$ cat config.mk
export PLATFORM = sky130hd
export DESIGN_NAME = multichannel_scalar_kalman
export DESIGN_NICKNAME = d
export VERILOG_FILES = /design/src/hdl/mskf_pkg.sv /design/src/hdl/mskf_store.sv /design/src/hdl/mskf_mac.sv /design/src/hdl/mskf_core.sv /design/src/hdl/multichannel_scalar_kalman.sv
export SDC_FILE = /design/constraint.sdc
export NUM_CORES = 2
export LEC_CHECK = 0
export ABC_AREA = 1
export BUFFER_PORTS_ARGS = -buffer_cell sky130_fd_sc_hd__buf_2
export CORE_ASPECT_RATIO = 0.8
export CORE_MARGIN = 2
export CORE_UTILIZATION = 32
export CTS_BUF_LIST = sky130_fd_sc_hd__clkbuf_8 sky130_fd_sc_hd__clkbuf_16
export CTS_CLUSTER_DIAMETER = 150
export DETAILED_ROUTE_END_ITERATION = 8
export SYNTH_ARGS = -nofsm -noshare
export SYNTH_HDL_FRONTEND = slang
export SYNTH_SLANG_ARGS = --single-unit
$ cat constraint.sdc
create_clock -name i_clk -period 6.6 [get_ports i_clk]
set_input_delay 0.66 -clock i_clk [delete_from_list [all_inputs] [get_ports i_clk]]
set_output_delay 0.66 -clock i_clk [all_outputs]
set_load 0.01 [all_outputs]
$ cat src/hdl/mskf_pkg.sv
// ----------------------------------------------------------------------------
// mskf_pkg: shared types and constants of the multichannel scalar Kalman filter
// Holds the register map, reset values, sequencer states and the structs that
// connect the sequencer to the channel store and the multiply-accumulate unit.
// ----------------------------------------------------------------------------
package mskf_pkg;

    localparam int CHANNELS_DEF = 16;
    localparam int CH_IDX_W     = 6;
    localparam int DIV_STEPS    = 32;
    localparam int CFG_IDX_W    = 3;

    localparam logic [CFG_IDX_W-1:0] REG_PROCESS_NOISE      = 3'd0;
    localparam logic [CFG_IDX_W-1:0] REG_MEASUREMENT_NOISE  = 3'd1;
    localparam logic [CFG_IDX_W-1:0] REG_INITIAL_COVARIANCE = 3'd2;
    localparam logic [CFG_IDX_W-1:0] REG_INITIAL_ESTIMATE   = 3'd3;

    localparam logic [31:0] PROCESS_NOISE_RST      = 32'd1073742;
    localparam logic [31:0] MEASUREMENT_NOISE_RST  = 32'd53687091;
    localparam logic [31:0] INITIAL_COVARIANCE_RST = 32'd1073741824;
    localparam logic [15:0] INITIAL_ESTIMATE_RST   = 16'd0;

    localparam logic [15:0] SYNC_WORD    = 16'h7FFF;
    localparam logic [15:0] SYNC_REPLACE = 16'h7FFE;
    localparam logic [32:0] GAIN_ONE     = 33'h1_0000_0000;

    typedef enum logic [3:0] {
        S_IDLE,
        S_READ,
        S_PRED,
        S_DEN,
        S_DIV,
        S_M0,
        S_M1,
        S_M2,
        S_XUPD,
        S_P1,
        S_P2,
        S_WB
    } t_state;

    typedef enum logic [1:0] {
        ACC_HOLD,
        ACC_LOAD,
        ACC_SHADD
    } t_acc_op;

    typedef struct packed {
        logic [31:0] q;
        logic [31:0] r;
        logic [31:0] init_cov;
        logic [15:0] init_est;
    } t_cfg;

    typedef struct packed {
        logic                rd;
        logic                wr;
        logic [CH_IDX_W-1:0] idx;
        logic [31:0]         est;
        logic [31:0]         cov;
    } t_store_req;

    typedef struct packed {
        logic        started;
        logic [31:0] est;
        logic [31:0] cov;
    } t_store_rsp;

    typedef struct packed {
        t_acc_op     op;
        logic [32:0] a;
        logic [15:0] b;
    } t_mac_req;

endpackage

$ cat src/hdl/mskf_store.sv
// ----------------------------------------------------------------------------
// mskf_store: per-channel filter state
// Estimate and covariance memories with registered reads, plus one started
// flag per channel that reset clears.
// ----------------------------------------------------------------------------
module mskf_store
    import mskf_pkg::*;
#(
    parameter int CHANNELS = CHANNELS_DEF
) (
    input  logic       i_clk,
    input  logic       i_rst_n,
    input  t_store_req i_req,
    output t_store_rsp o_rsp
);

    localparam int CH_W = (CHANNELS > 1) ? $clog2(CHANNELS) : 1;

    logic [31:0]         r_est_mem [CHANNELS];
    logic [31:0]         r_cov_mem [CHANNELS];
    logic [CHANNELS-1:0] r_started;
    logic [31:0]         r_rd_est;
    logic [31:0]         r_rd_cov;
    logic                r_rd_started;
    logic [CH_W-1:0]     idx;

    assign idx = i_req.idx[CH_W-1:0];

    always_ff @(posedge i_clk) begin
        if (i_req.wr) begin
            r_est_mem[idx] <= i_req.est;
            r_cov_mem[idx] <= i_req.cov;
        end
        if (i_req.rd) begin
            r_rd_est <= r_est_mem[idx];
            r_rd_cov <= r_cov_mem[idx];
        end
    end

    always_ff @(posedge i_clk) begin
        if (!i_rst_n) begin
            r_started    <= '0;
            r_rd_started <= 1'b0;
        end else begin
            if (i_req.wr) begin
                r_started[idx] <= 1'b1;
            end
            if (i_req.rd) begin
                r_rd_started <= r_started[idx];
            end
        end
    end

    assign o_rsp.started = r_rd_started;
    assign o_rsp.est     = r_rd_est;
    assign o_rsp.cov     = r_rd_cov;

endmodule

$ cat src/hdl/mskf_mac.sv
// ----------------------------------------------------------------------------
// mskf_mac: shared multiply-accumulate unit
// A registered 33 x 16 multiplier feeding an accumulator that holds, loads the
// product or adds it to the accumulator shifted down by 16 bits.
// ----------------------------------------------------------------------------
module mskf_mac
    import mskf_pkg::*;
(
    input  logic        i_clk,
    input  t_mac_req    i_req,
    output logic [49:0] o_acc
);

    logic [48:0] r_prod;
    logic [49:0] r_acc;
    logic [49:0] n_acc;

    always_comb begin
        case (i_req.op)
            ACC_LOAD:  n_acc = {1'b0, r_prod};
            ACC_SHADD: n_acc = {16'd0, r_acc[49:16]} + {1'b0, r_prod};
            default:   n_acc = r_acc;
        endcase
    end

    always_ff @(posedge i_clk) begin
        r_prod <= {16'd0, i_req.a} * {33'd0, i_req.b};
        r_acc  <= n_acc;
    end

    assign o_acc = r_acc;

endmodule

$ cat src/hdl/mskf_core.sv
// ----------------------------------------------------------------------------
// mskf_core: filter step sequencer
// Runs one filter step per in-range request: prediction, a bit-serial
// restoring division for the gain when needed, and the estimate and covariance
// updates on the shared multiply-accumulate unit.
// ----------------------------------------------------------------------------
module mskf_core
    import mskf_pkg::*;
#(
    parameter int CHANNELS = CHANNELS_DEF
) (
    input  logic               i_clk,
    input  logic               i_rst_n,
    input  t_cfg               i_cfg,
    input  logic               i_in_valid,
    output logic               o_in_ready,
    input  logic [3:0]         i_channel,
    input  logic signed [15:0] i_measurement,
    output logic               o_res_valid,
    input  logic               i_res_ready,
    output logic [3:0]         o_res_channel,
    output logic signed [15:0] o_res_filtered,
    output t_store_req         o_store_req,
    input  t_store_rsp         i_store_rsp,
    output t_mac_req           o_mac_req,
    input  logic [49:0]        i_mac_acc
);

    t_state             r_state;
    t_state             n_state;
    logic [3:0]         r_chan;
    logic [3:0]         n_chan;
    logic signed [15:0] r_meas;
    logic signed [15:0] n_meas;
    logic               r_skip;
    logic               n_skip;
    logic [31:0]        r_p;
    logic [31:0]        n_p;
    logic [31:0]        r_x;
    logic [31:0]        n_x;
    logic [32:0]        r_diff;
    logic [32:0]        n_diff;
    logic [32:0]        r_den;
    logic [32:0]        n_den;
    logic [32:0]        r_rem;
    logic [32:0]        n_rem;
    logic [31:0]        r_k;
    logic [31:0]        n_k;
    logic               r_neg;
    logic               n_neg;
    logic [32:0]        r_mag;
    logic [32:0]        n_mag;
    logic [4:0]         r_cnt;
    logic [4:0]         n_cnt;

    logic [31:0] cov_cur;
    logic [31:0] x_cur;
    logic [32:0] p_sum;
    logic [32:0] den_sum;
    logic [33:0] div_sh;
    logic        div_ge;
    logic [33:0] div_sub;
    logic [31:0] delta;
    logic [32:0] one_minus_k;
    logic [32:0] x_abs;
    logic [16:0] x_whole;
    logic [15:0] whole;
    logic        in_range;

    assign cov_cur     = i_store_rsp.started ? i_store_rsp.cov : i_cfg.init_cov;
    assign x_cur       = i_store_rsp.started ? i_store_rsp.est : {i_cfg.init_est, 16'd0};
    assign p_sum       = {1'b0, cov_cur} + {1'b0, i_cfg.q};
    assign den_sum     = {1'b0, r_p} + {1'b0, i_cfg.r};
    assign div_sh      = {r_rem, 1'b0};
    assign div_ge      = div_sh >= {1'b0, r_den};
    assign div_sub     = div_sh - {1'b0, r_den};
    assign delta       = i_mac_acc[47:16];
    assign one_minus_k = GAIN_ONE - {1'b0, r_k};
    assign x_abs       = r_x[31] ? (33'd0 - {r_x[31], r_x}) : {1'b0, r_x};
    assign x_whole     = x_abs[32:16];
    assign whole       = r_x[31] ? 16'(17'd0 - x_whole) : x_whole[15:0];
    assign in_range    = 32'(i_channel) < CHANNELS;

    always_ff @(posedge i_clk) begin
        if (!i_rst_n) begin
            r_state <= S_IDLE;
        end else begin
            r_state <= n_state;
        end
    end

    always_ff @(posedge i_clk) begin
        r_chan <= n_chan;
        r_meas <= n_meas;
        r_skip <= n_skip;
        r_p    <= n_p;
        r_x    <= n_x;
        r_diff <= n_diff;
        r_den  <= n_den;
        r_rem  <= n_rem;
        r_k    <= n_k;
        r_neg  <= n_neg;
        r_mag  <= n_mag;
        r_cnt  <= n_cnt;
    end

    always_comb begin
        n_state        = r_state;
        n_chan         = r_chan;
        n_meas         = r_meas;
        n_skip         = r_skip;
        n_p            = r_p;
        n_x            = r_x;
        n_diff         = r_diff;
        n_den          = r_den;
        n_rem          = r_rem;
        n_k            = r_k;
        n_neg          = r_neg;
        n_mag          = r_mag;
        n_cnt          = r_cnt;
        o_in_ready     = 1'b0;
        o_res_valid    = 1'b0;
        o_store_req    = '{rd: 1'b0, wr: 1'b0, idx: CH_IDX_W'(r_chan), est: r_x,
                           cov: i_mac_acc[47:16]};
        o_mac_req      = '{op: ACC_HOLD, a: '0, b: '0};

        case (r_state)
            S_IDLE: begin
                o_in_ready = 1'b1;
                if (i_in_valid) begin
                    n_chan  = i_channel;
                    n_meas  = i_measurement;
                    n_skip  = !in_range;
                    n_state = in_range ? S_READ : S_WB;
                end
            end
            S_READ: begin
                o_store_req.rd = 1'b1;
                n_state        = S_PRED;
            end
            S_PRED: begin
                n_p     = p_sum[32] ? 32'hFFFF_FFFF : p_sum[31:0];
                n_x     = x_cur;
                n_diff  = {r_meas[15], r_meas, 16'd0} - {x_cur[31], x_cur};
                n_state = S_DEN;
            end
            S_DEN: begin
                n_den = den_sum;
                n_rem = {1'b0, r_p};
                n_cnt = '0;
                n_neg = r_diff[32];
                n_mag = r_diff[32] ? (33'd0 - r_diff) : r_diff;
                if (den_sum == '0) begin
                    n_k     = '0;
                    n_state = S_M0;
                end else if (i_cfg.r == '0) begin
                    n_k     = 32'hFFFF_FFFF;
                    n_state = S_M0;
                end else begin
                    n_k     = '0;
                    n_state = S_DIV;
                end
            end
            S_DIV: begin
                n_rem = div_ge ? div_sub[32:0] : div_sh[32:0];
                n_k   = {r_k[30:0], div_ge};
                n_cnt = r_cnt + 5'd1;
                if (r_cnt == 5'(DIV_STEPS - 1)) begin
                    n_state = S_M0;
                end
            end
            S_M0: begin
                o_mac_req = '{op: ACC_HOLD, a: r_mag, b: r_k[15:0]};
                n_state   = S_M1;
            end
            S_M1: begin
                o_mac_req = '{op: ACC_LOAD, a: r_mag, b: r_k[31:16]};
                n_state   = S_M2;
            end
            S_M2: begin
                o_mac_req = '{op: ACC_SHADD, a: '0, b: '0};
                n_state   = S_XUPD;
            end
            S_XUPD: begin
                o_mac_req = '{op: ACC_HOLD, a: one_minus_k, b: r_p[15:0]};
                n_x       = r_neg ? (r_x - delta) : (r_x + delta);
                n_state   = S_P1;
            end
            S_P1: begin
                o_mac_req = '{op: ACC_LOAD, a: one_minus_k, b: r_p[31:16]};
                n_state   = S_P2;
            end
            S_P2: begin
                o_mac_req = '{op: ACC_SHADD, a: '0, b: '0};
                n_state   = S_WB;
            end
            S_WB: begin
                o_res_valid = 1'b1;
                if (i_res_ready) begin
                    o_store_req.wr = !r_skip;
                    n_state        = S_IDLE;
                end
            end
            default: begin
                n_state = S_IDLE;
            end
        endcase
    end

    assign o_res_channel  = r_chan;
    assign o_res_filtered = r_skip ? 16'sd0 :
                            (whole == SYNC_WORD) ? SYNC_REPLACE : whole;

`ifndef SYNTH
    a_busy_after_accept: assert property (@(posedge i_clk) disable iff (!i_rst_n)
        (i_in_valid && o_in_ready) |=> !o_in_ready)
        else $error("core accepted a request while a step was under way");

    a_write_on_handover: assert property (@(posedge i_clk) disable iff (!i_rst_n)
        o_store_req.wr |-> (o_res_valid && i_res_ready && !r_skip))
        else $error("channel state written without a delivered result");

    a_zero_den_zero_gain: assert property (@(posedge i_clk) disable iff (!i_rst_n)
        (r_state == S_M0 && r_den == '0) |-> (r_k == '0))
        else $error("nonzero gain with zero denominator");

    a_no_sync_word: assert property (@(posedge i_clk) disable iff (!i_rst_n)
        o_res_valid |-> (o_res_filtered != SYNC_WORD))
        else $error("result equals the packet sync word");
`endif

endmodule

$ cat src/hdl/multichannel_scalar_kalman.sv
// ----------------------------------------------------------------------------
// multichannel_scalar_kalman: one-dimensional Kalman filter over many channels
// Each channel keeps its own estimate and covariance and shares the noise
// settings; every sample yields one filtered estimate for its channel.
// ----------------------------------------------------------------------------
//  Channel   Handshake                   Payload
//  input     i_in_valid / o_in_ready     i_channel, i_measurement
//  output    o_out_valid / i_out_ready   o_channel_out, o_filtered
//  config    i_cfg_we (no wait)          i_cfg_index, i_cfg_data
//
//  A sample passes through prediction, the 32-step bit-serial gain divider and
//  the updates on its way to the result register; the divider is skipped when no
//  division is needed, and a channel number out of range skips the whole step.
//  A new sample is accepted only between steps, also while a result waits.
//  A step holds before writing its result while a full output register is not read.
//  Reset restores the register defaults and marks every channel not started.
// ----------------------------------------------------------------------------
module multichannel_scalar_kalman
    import mskf_pkg::*;
#(
    parameter int CHANNELS = CHANNELS_DEF
) (
    input  logic                 i_clk,
    input  logic                 i_rst_n,
    input  logic                 i_cfg_we,
    input  logic [CFG_IDX_W-1:0] i_cfg_index,
    input  logic [31:0]          i_cfg_data,
    input  logic                 i_in_valid,
    output logic                 o_in_ready,
    input  logic [3:0]           i_channel,
    input  logic signed [15:0]   i_measurement,
    output logic                 o_out_valid,
    input  logic                 i_out_ready,
    output logic [3:0]           o_channel_out,
    output logic signed [15:0]   o_filtered
);

    t_cfg               r_cfg;
    logic               r_out_valid;
    logic [3:0]         r_out_chan;
    logic signed [15:0] r_out_filt;
    logic               res_valid;
    logic               res_ready;
    logic [3:0]         res_channel;
    logic signed [15:0] res_filtered;
    t_store_req         store_req;
    t_store_rsp         store_rsp;
    t_mac_req           mac_req;
    logic [49:0]        mac_acc;

    always_ff @(posedge i_clk) begin
        if (!i_rst_n) begin
            r_cfg.q        <= PROCESS_NOISE_RST;
            r_cfg.r        <= MEASUREMENT_NOISE_RST;
            r_cfg.init_cov <= INITIAL_COVARIANCE_RST;
            r_cfg.init_est <= INITIAL_ESTIMATE_RST;
        end else if (i_cfg_we) begin
            case (i_cfg_index)
                REG_PROCESS_NOISE:      r_cfg.q        <= i_cfg_data;
                REG_MEASUREMENT_NOISE:  r_cfg.r        <= i_cfg_data;
                REG_INITIAL_COVARIANCE: r_cfg.init_cov <= i_cfg_data;
                REG_INITIAL_ESTIMATE:   r_cfg.init_est <= i_cfg_data[15:0];
                default: begin
                end
            endcase
        end
    end

    assign res_ready = !r_out_valid || i_out_ready;

    always_ff @(posedge i_clk) begin
        if (!i_rst_n) begin
            r_out_valid <= 1'b0;
        end else if (res_ready) begin
            r_out_valid <= res_valid;
        end
    end

    always_ff @(posedge i_clk) begin
        if (res_ready && res_valid) begin
            r_out_chan <= res_channel;
            r_out_filt <= res_filtered;
        end
    end

    mskf_core #(
        .CHANNELS(CHANNELS)
    ) u_core (
        .i_clk          (i_clk),
        .i_rst_n        (i_rst_n),
        .i_cfg          (r_cfg),
        .i_in_valid     (i_in_valid),
        .o_in_ready     (o_in_ready),
        .i_channel      (i_channel),
        .i_measurement  (i_measurement),
        .o_res_valid    (res_valid),
        .i_res_ready    (res_ready),
        .o_res_channel  (res_channel),
        .o_res_filtered (res_filtered),
        .o_store_req    (store_req),
        .i_store_rsp    (store_rsp),
        .o_mac_req      (mac_req),
        .i_mac_acc      (mac_acc)
    );

    mskf_store #(
        .CHANNELS(CHANNELS)
    ) u_store (
        .i_clk   (i_clk),
        .i_rst_n (i_rst_n),
        .i_req   (store_req),
        .o_rsp   (store_rsp)
    );

    mskf_mac u_mac (
        .i_clk (i_clk),
        .i_req (mac_req),
        .o_acc (mac_acc)
    );

    assign o_out_valid   = r_out_valid;
    assign o_channel_out = r_out_chan;
    assign o_filtered    = r_out_filt;

endmodule

==> impl_metrics.ini <==
[sta]
hold_viol = 0
tns_ps = -21390
finalWorstPathRequiredPeriod_ps = 7470
clock.fmax_ghz = 0.134
slew_violations = 0
clock_skew_after_layout_ps = 84.8
period_share_pct = 113
timing.final.ws_setup_ps = -870
unrepaired_setup_endpoints_after_global_routing = yes
relSlewSlack_pct = 11.4
transition_at_the_pin_with_the_smallest_max_transition_slack_ps = 1330
setup-violations-final = 35

[critical_path]
crit_slowest_cell = sky130_fd_sc_hd__fa_1
crit_path_start_kind = register
r2r_setup_slack_ps = -870
worst_r2r_path_depth = 38
timing.critical_path.arrival_ps = 8160
r2r_end = u_mac.r_prod[44]$_DFF_P_
regToRegStartpoint = u_core.r_k[0]$_DFFE_PP_
slowest_delay_ps = 600
most_common_cell_type_on_the_critical_path = sky130_fd_sc_hd__fa_1
criticalPathCategory = reg2reg
timing.critical_path.fanout_max = 4
end_kind = register
cp_data_required_time_ps = 7290

[finish]
fill_cells = 26593
num-nets-final = 10010
synthToLayoutAreaGrowth_pct = 19.9
finalNonFillerCells = 12992
multi_input_comb_area_um2 = 39200
sequential_cell_area_um2 = 45600
drive_above_1_share_pct = 15.9

[floorplanning]
dieArea_um2 = 279000
pin_count = 82
die_width_um = 590
floorplan.rows = 172
floorplan.initialDensity_pct = 32.1
fp.dieH_um = 473
core_um2 = 274000

[power]
power_switching_uw = 6540
worst_ir_drop_vdd_mv = 0.188
power.switching_fraction_pct = 27.2
internal_power_uw = 17500
power.combinational.fraction_pct = 13.2
cell_area_power_density_nw_per_um2 = 228
seq_power_share_pct = 48.2
power_share_of_the_clock_group_pct = 38.6
static-leakage-power_uw = 0.0420

[global_route]
use_met1_pct = 30.9
globalRouteTotalUtil_pct = 20.8
first_global_vias = 66675
grt_start_max_net_pins = 129
grt_antenna_before_repair = 18
grt_pass1_wl_um = 437000
grt_overflow = 0
grt.met2_usage_pct = 31.2
grt_use_met3_pct = 3.61
grt_most_used_layer = met2

[synth]
postSynth.asyncResetShare_pct = 0
synthesis.area_um2 = 87900
yosys_most_used_dff = sky130_fd_sc_hd__edfxtp_1
post_synth_num_cell_types = 65
syn_avg_cell_area_um2 = 10.3
cell_count_after_synthesis = 8559
synth_seq_cells = 1579
synth_net_count = 9361
seq_area_frac_synth_pct = 51.8
yosys_warnings = 0
synth_enable_flop_cells = 1396

[clock_tree]
insertion_delay_ps = 820
clockRootBuffer = sky130_fd_sc_hd__clkbuf_16
ctsLongestPathBuffers = 4
cts_tree = built
cts_num_sinks = 1579
tritoncts.num_buffers = 163
clkTransAtPathRegs_ps = 70
htree_num_levels = 4

[worst_hold_path]
hp-class = in2reg
hp-start = i_measurement[12]
hold_path_endpoint = u_core.r_meas[12]$_DFFE_PP_
worstHoldPathCells = 1

[detailed_routing]
route.detailed.vias_per_inst = 5.21
detail_route.iter0.violations = 7497
first_pass_iters = 6
remaining_drc_errors = 0
total_vias_in_the_final_route = 67662
routed_wirelength_um = 296000
final_antenna_net_count = 0
wl_per_cell_um = 22.8

[placement]
gp_congestion = 0.976
dpl.hpwl_um = 210000
numPlacedInstances = 12595
port_buffers = 81

[run]
drv_cap = 0

[outcome]
failed_checks = setup timing
status = finished with violations
[flip-flops by register name (all words and copies together) (netlist names)]
| register | flops |
|---|---|
| u_store.r_cov_mem | 512 |
| u_store.r_est_mem | 512 |
| r_cfg | 112 |
| u_mac.r_prod | 49 |
| u_mac.o_acc | 34 |
| u_core.r_den | 33 |
| u_core.r_diff | 33 |
| u_core.r_mag | 33 |
| u_core.r_rem | 33 |
| u_core.r_k | 32 |
| u_core.r_p | 32 |
| u_core.r_x | 32 |
| u_store.r_rd_cov | 32 |
| u_store.r_rd_est | 32 |
| o_filtered | 16 |
| u_core.r_meas | 16 |
| u_store.r_started | 16 |
| u_core.r_cnt | 5 |
| o_channel_out | 4 |
| u_core.o_res_channel | 4 |
| u_core.r_state | 4 |
| o_out_valid | 1 |
| u_core.r_neg | 1 |
| u_store.r_rd_started | 1 |
[final cells by class]
class | count | area share [%]
multi-input cells | 5547 | 37.1
well taps | 3654 | 4.33
repair buffers | 779 | 6.21
inverters | 1138 | 4.12
flip-flops and latches | 1579 | 43.2
clock inverters | 121 | 0.975
diodes | 4 | 0.00949
clock buffers | 170 | 4.00
[layer usage]
metal | up-vias | share of wire [%]
met4 | 4 | 2.6
met1 | 33691 | 45
met2 | 3032 | 43
met5 | - | 0.0091
met3 | 351 | 9.4
li1 | 30584 | -
[power by group through the flow]
stage	Clock [uW]	Combinational [uW]	Sequential (uW)
floorplan	0	1930	11600
global placement	0	3060	11800
detailed placement	0	3080	11800
CTS	9410	3120	11600
global route	9790	3460	11600
finish	9280	3170	11600
[critical path, delay by kind of cell, from the launching register on]
kind                     cells  cell delay [ps]
AO/OA/AOI/OAI                3              330
XOR/XNOR                     1              130
adder cells (fa/ha/maj)      7             3390
buffers and inverters       12             1200
flip-flops                   1              420
AND/OR/NAND/NOR             15             1890
[kinds of logic (layout without fill, tap and decap cells)]
group / count (synthesis) / in the layout / share of synthesized area [%]
AO/OA/AOI/OAI: 1613 / 1613 / 11.2
XOR/XNOR: 227 / 227 / 2.26
adder cells (fa/ha/maj): 742 / 742 / 14.3
flip-flops: 1579 / 1579 / 51.8
other: 0 / 4 / 0
buffers and inverters: 1433 / 2208 / 6.17
AND/OR/NAND/NOR: 2963 / 2963 / 14.2
multiplexers: 2 / 2 / 0.0228
[synth_stat cells (4+ instances only)]
cell                          n  area, um^2
sky130_fd_sc_hd__a211oi_1     4        30.0
sky130_fd_sc_hd__a21boi_0     9        67.6
sky130_fd_sc_hd__a21o_1      23         173
sky130_fd_sc_hd__a21oi_1    566        2830
sky130_fd_sc_hd__a221oi_1     7        61.3
sky130_fd_sc_hd__a22oi_1    523        3930
sky130_fd_sc_hd__a31oi_1     34         213
sky130_fd_sc_hd__and2_1      11        68.8
sky130_fd_sc_hd__buf_1       18        67.6
sky130_fd_sc_hd__buf_2       20         100
sky130_fd_sc_hd__clkbuf_1   253         950
sky130_fd_sc_hd__clkinv_1    14        52.6
sky130_fd_sc_hd__dfxtp_1    183        3660
sky130_fd_sc_hd__edfxtp_1  1396       41900
sky130_fd_sc_hd__fa_1       436        8730
sky130_fd_sc_hd__ha_1       306        3830
sky130_fd_sc_hd__inv_1     1116        4190
sky130_fd_sc_hd__inv_2        8        30.0
sky130_fd_sc_hd__nand2_1   1535        5760
sky130_fd_sc_hd__nand2_2     14        87.6
sky130_fd_sc_hd__nand3_1    271        1360
sky130_fd_sc_hd__nand3b_1    51         383
sky130_fd_sc_hd__nand4_1     43         269
sky130_fd_sc_hd__nor2_1     811        3040
sky130_fd_sc_hd__nor2_4       4        45.0
sky130_fd_sc_hd__nor3_1      65         325
sky130_fd_sc_hd__nor4_1      36         225
sky130_fd_sc_hd__nor4_2       7        87.6
sky130_fd_sc_hd__o211ai_1     8        60.1
sky130_fd_sc_hd__o21a_1      25         188
sky130_fd_sc_hd__o21ai_0    348        1740
sky130_fd_sc_hd__o21ai_1     12        60.1
sky130_fd_sc_hd__o21bai_1    19         143
sky130_fd_sc_hd__o221ai_1     7        61.3
sky130_fd_sc_hd__o22ai_1      6        37.5
sky130_fd_sc_hd__o31ai_1      5        37.5
sky130_fd_sc_hd__or2_2       32         200
sky130_fd_sc_hd__or4_1       64         480
sky130_fd_sc_hd__xnor2_1     98         858
sky130_fd_sc_hd__xor2_1     129        1130
[cell usage in the layout, fill, tap and decap left out, types with 23 or more instances in the layout]
cell type                   count
sky130_fd_sc_hd__clkinv_2      27
sky130_fd_sc_hd__nor2_2        28
sky130_fd_sc_hd__nand2_1     1484
sky130_fd_sc_hd__ha_1         273
sky130_fd_sc_hd__fa_1         410
sky130_fd_sc_hd__xnor2_1       90
sky130_fd_sc_hd__buf_12        51
sky130_fd_sc_hd__dfxtp_1      182
sky130_fd_sc_hd__nor4_1        31
sky130_fd_sc_hd__xor2_1       123
sky130_fd_sc_hd__edfxtp_1    1396
sky130_fd_sc_hd__buf_6         55
sky130_fd_sc_hd__fa_2          26
sky130_fd_sc_hd__a21oi_2       31
sky130_fd_sc_hd__nand3b_1      51
sky130_fd_sc_hd__a31oi_1       27
sky130_fd_sc_hd__nand3_1      262
sky130_fd_sc_hd__ha_4          32
sky130_fd_sc_hd__o21ai_0      307
sky130_fd_sc_hd__clkbuf_16    167
sky130_fd_sc_hd__nand2_2       44
sky130_fd_sc_hd__inv_1       1069
sky130_fd_sc_hd__clkinv_1      39
sky130_fd_sc_hd__a22oi_1      523
sky130_fd_sc_hd__inv_2         68
sky130_fd_sc_hd__a21oi_1      517
sky130_fd_sc_hd__nor3_1        59
sky130_fd_sc_hd__a21o_1        23
sky130_fd_sc_hd__nor2_4        54
sky130_fd_sc_hd__buf_4        574
sky130_fd_sc_hd__o21ai_1       26
sky130_fd_sc_hd__o21a_1        25
sky130_fd_sc_hd__buf_2         81
sky130_fd_sc_hd__nand4_1       43
sky130_fd_sc_hd__or2_2         32
sky130_fd_sc_hd__nor2_1       736
sky130_fd_sc_hd__or4_1         64
[worst max path at each step]
stage,start,to,slack [ps],depth (start not counted)
after CTS,u_core.r_k[0]$_DFFE_PP_,u_mac.r_prod[44]$_DFF_P_,-790,34
after detailed placement,u_core.r_k[1]$_DFFE_PP_,u_mac.r_prod[33]$_DFF_P_,-1010,36
after floorplan,u_core.r_k[0]$_DFFE_PP_,u_mac.r_prod[43]$_DFF_P_,-200,37
after global placement,u_core.r_k[1]$_DFFE_PP_,u_mac.r_prod[33]$_DFF_P_,-1040,36
after global routing,u_core.r_k[0]$_DFFE_PP_,u_mac.r_prod[44]$_DFF_P_,-1170,36
final,u_core.r_k[0]$_DFFE_PP_,u_mac.r_prod[44]$_DFF_P_,-870,38
[timing repair]
action                                 CTS  global route
pin swaps                              151           110
cloned                                   0             0
setup endpoints to repair               37            37
endpoints found under the hold margin   16             0
buffers inserted                        67            27
gates resized for setup                361           146
hold buffers                            16             0
[stage by stage]
step	hold slack, ps	total power, uW	instance area (um^2)	util, %	worst slack, ps
global route	17.7	24900	105000	38.5	-1170
finish	48.0	24000	105000	38.5	-870
global placement	447	14800	97400	35.6	-1040
floorplan	424	13500	88300	-	-197
detailed placement	451	14900	97400	35.6	-1010
CTS	4.21	24100	105000	38.2	-787
Note: power is estimated with default switching activity, not from simulation.
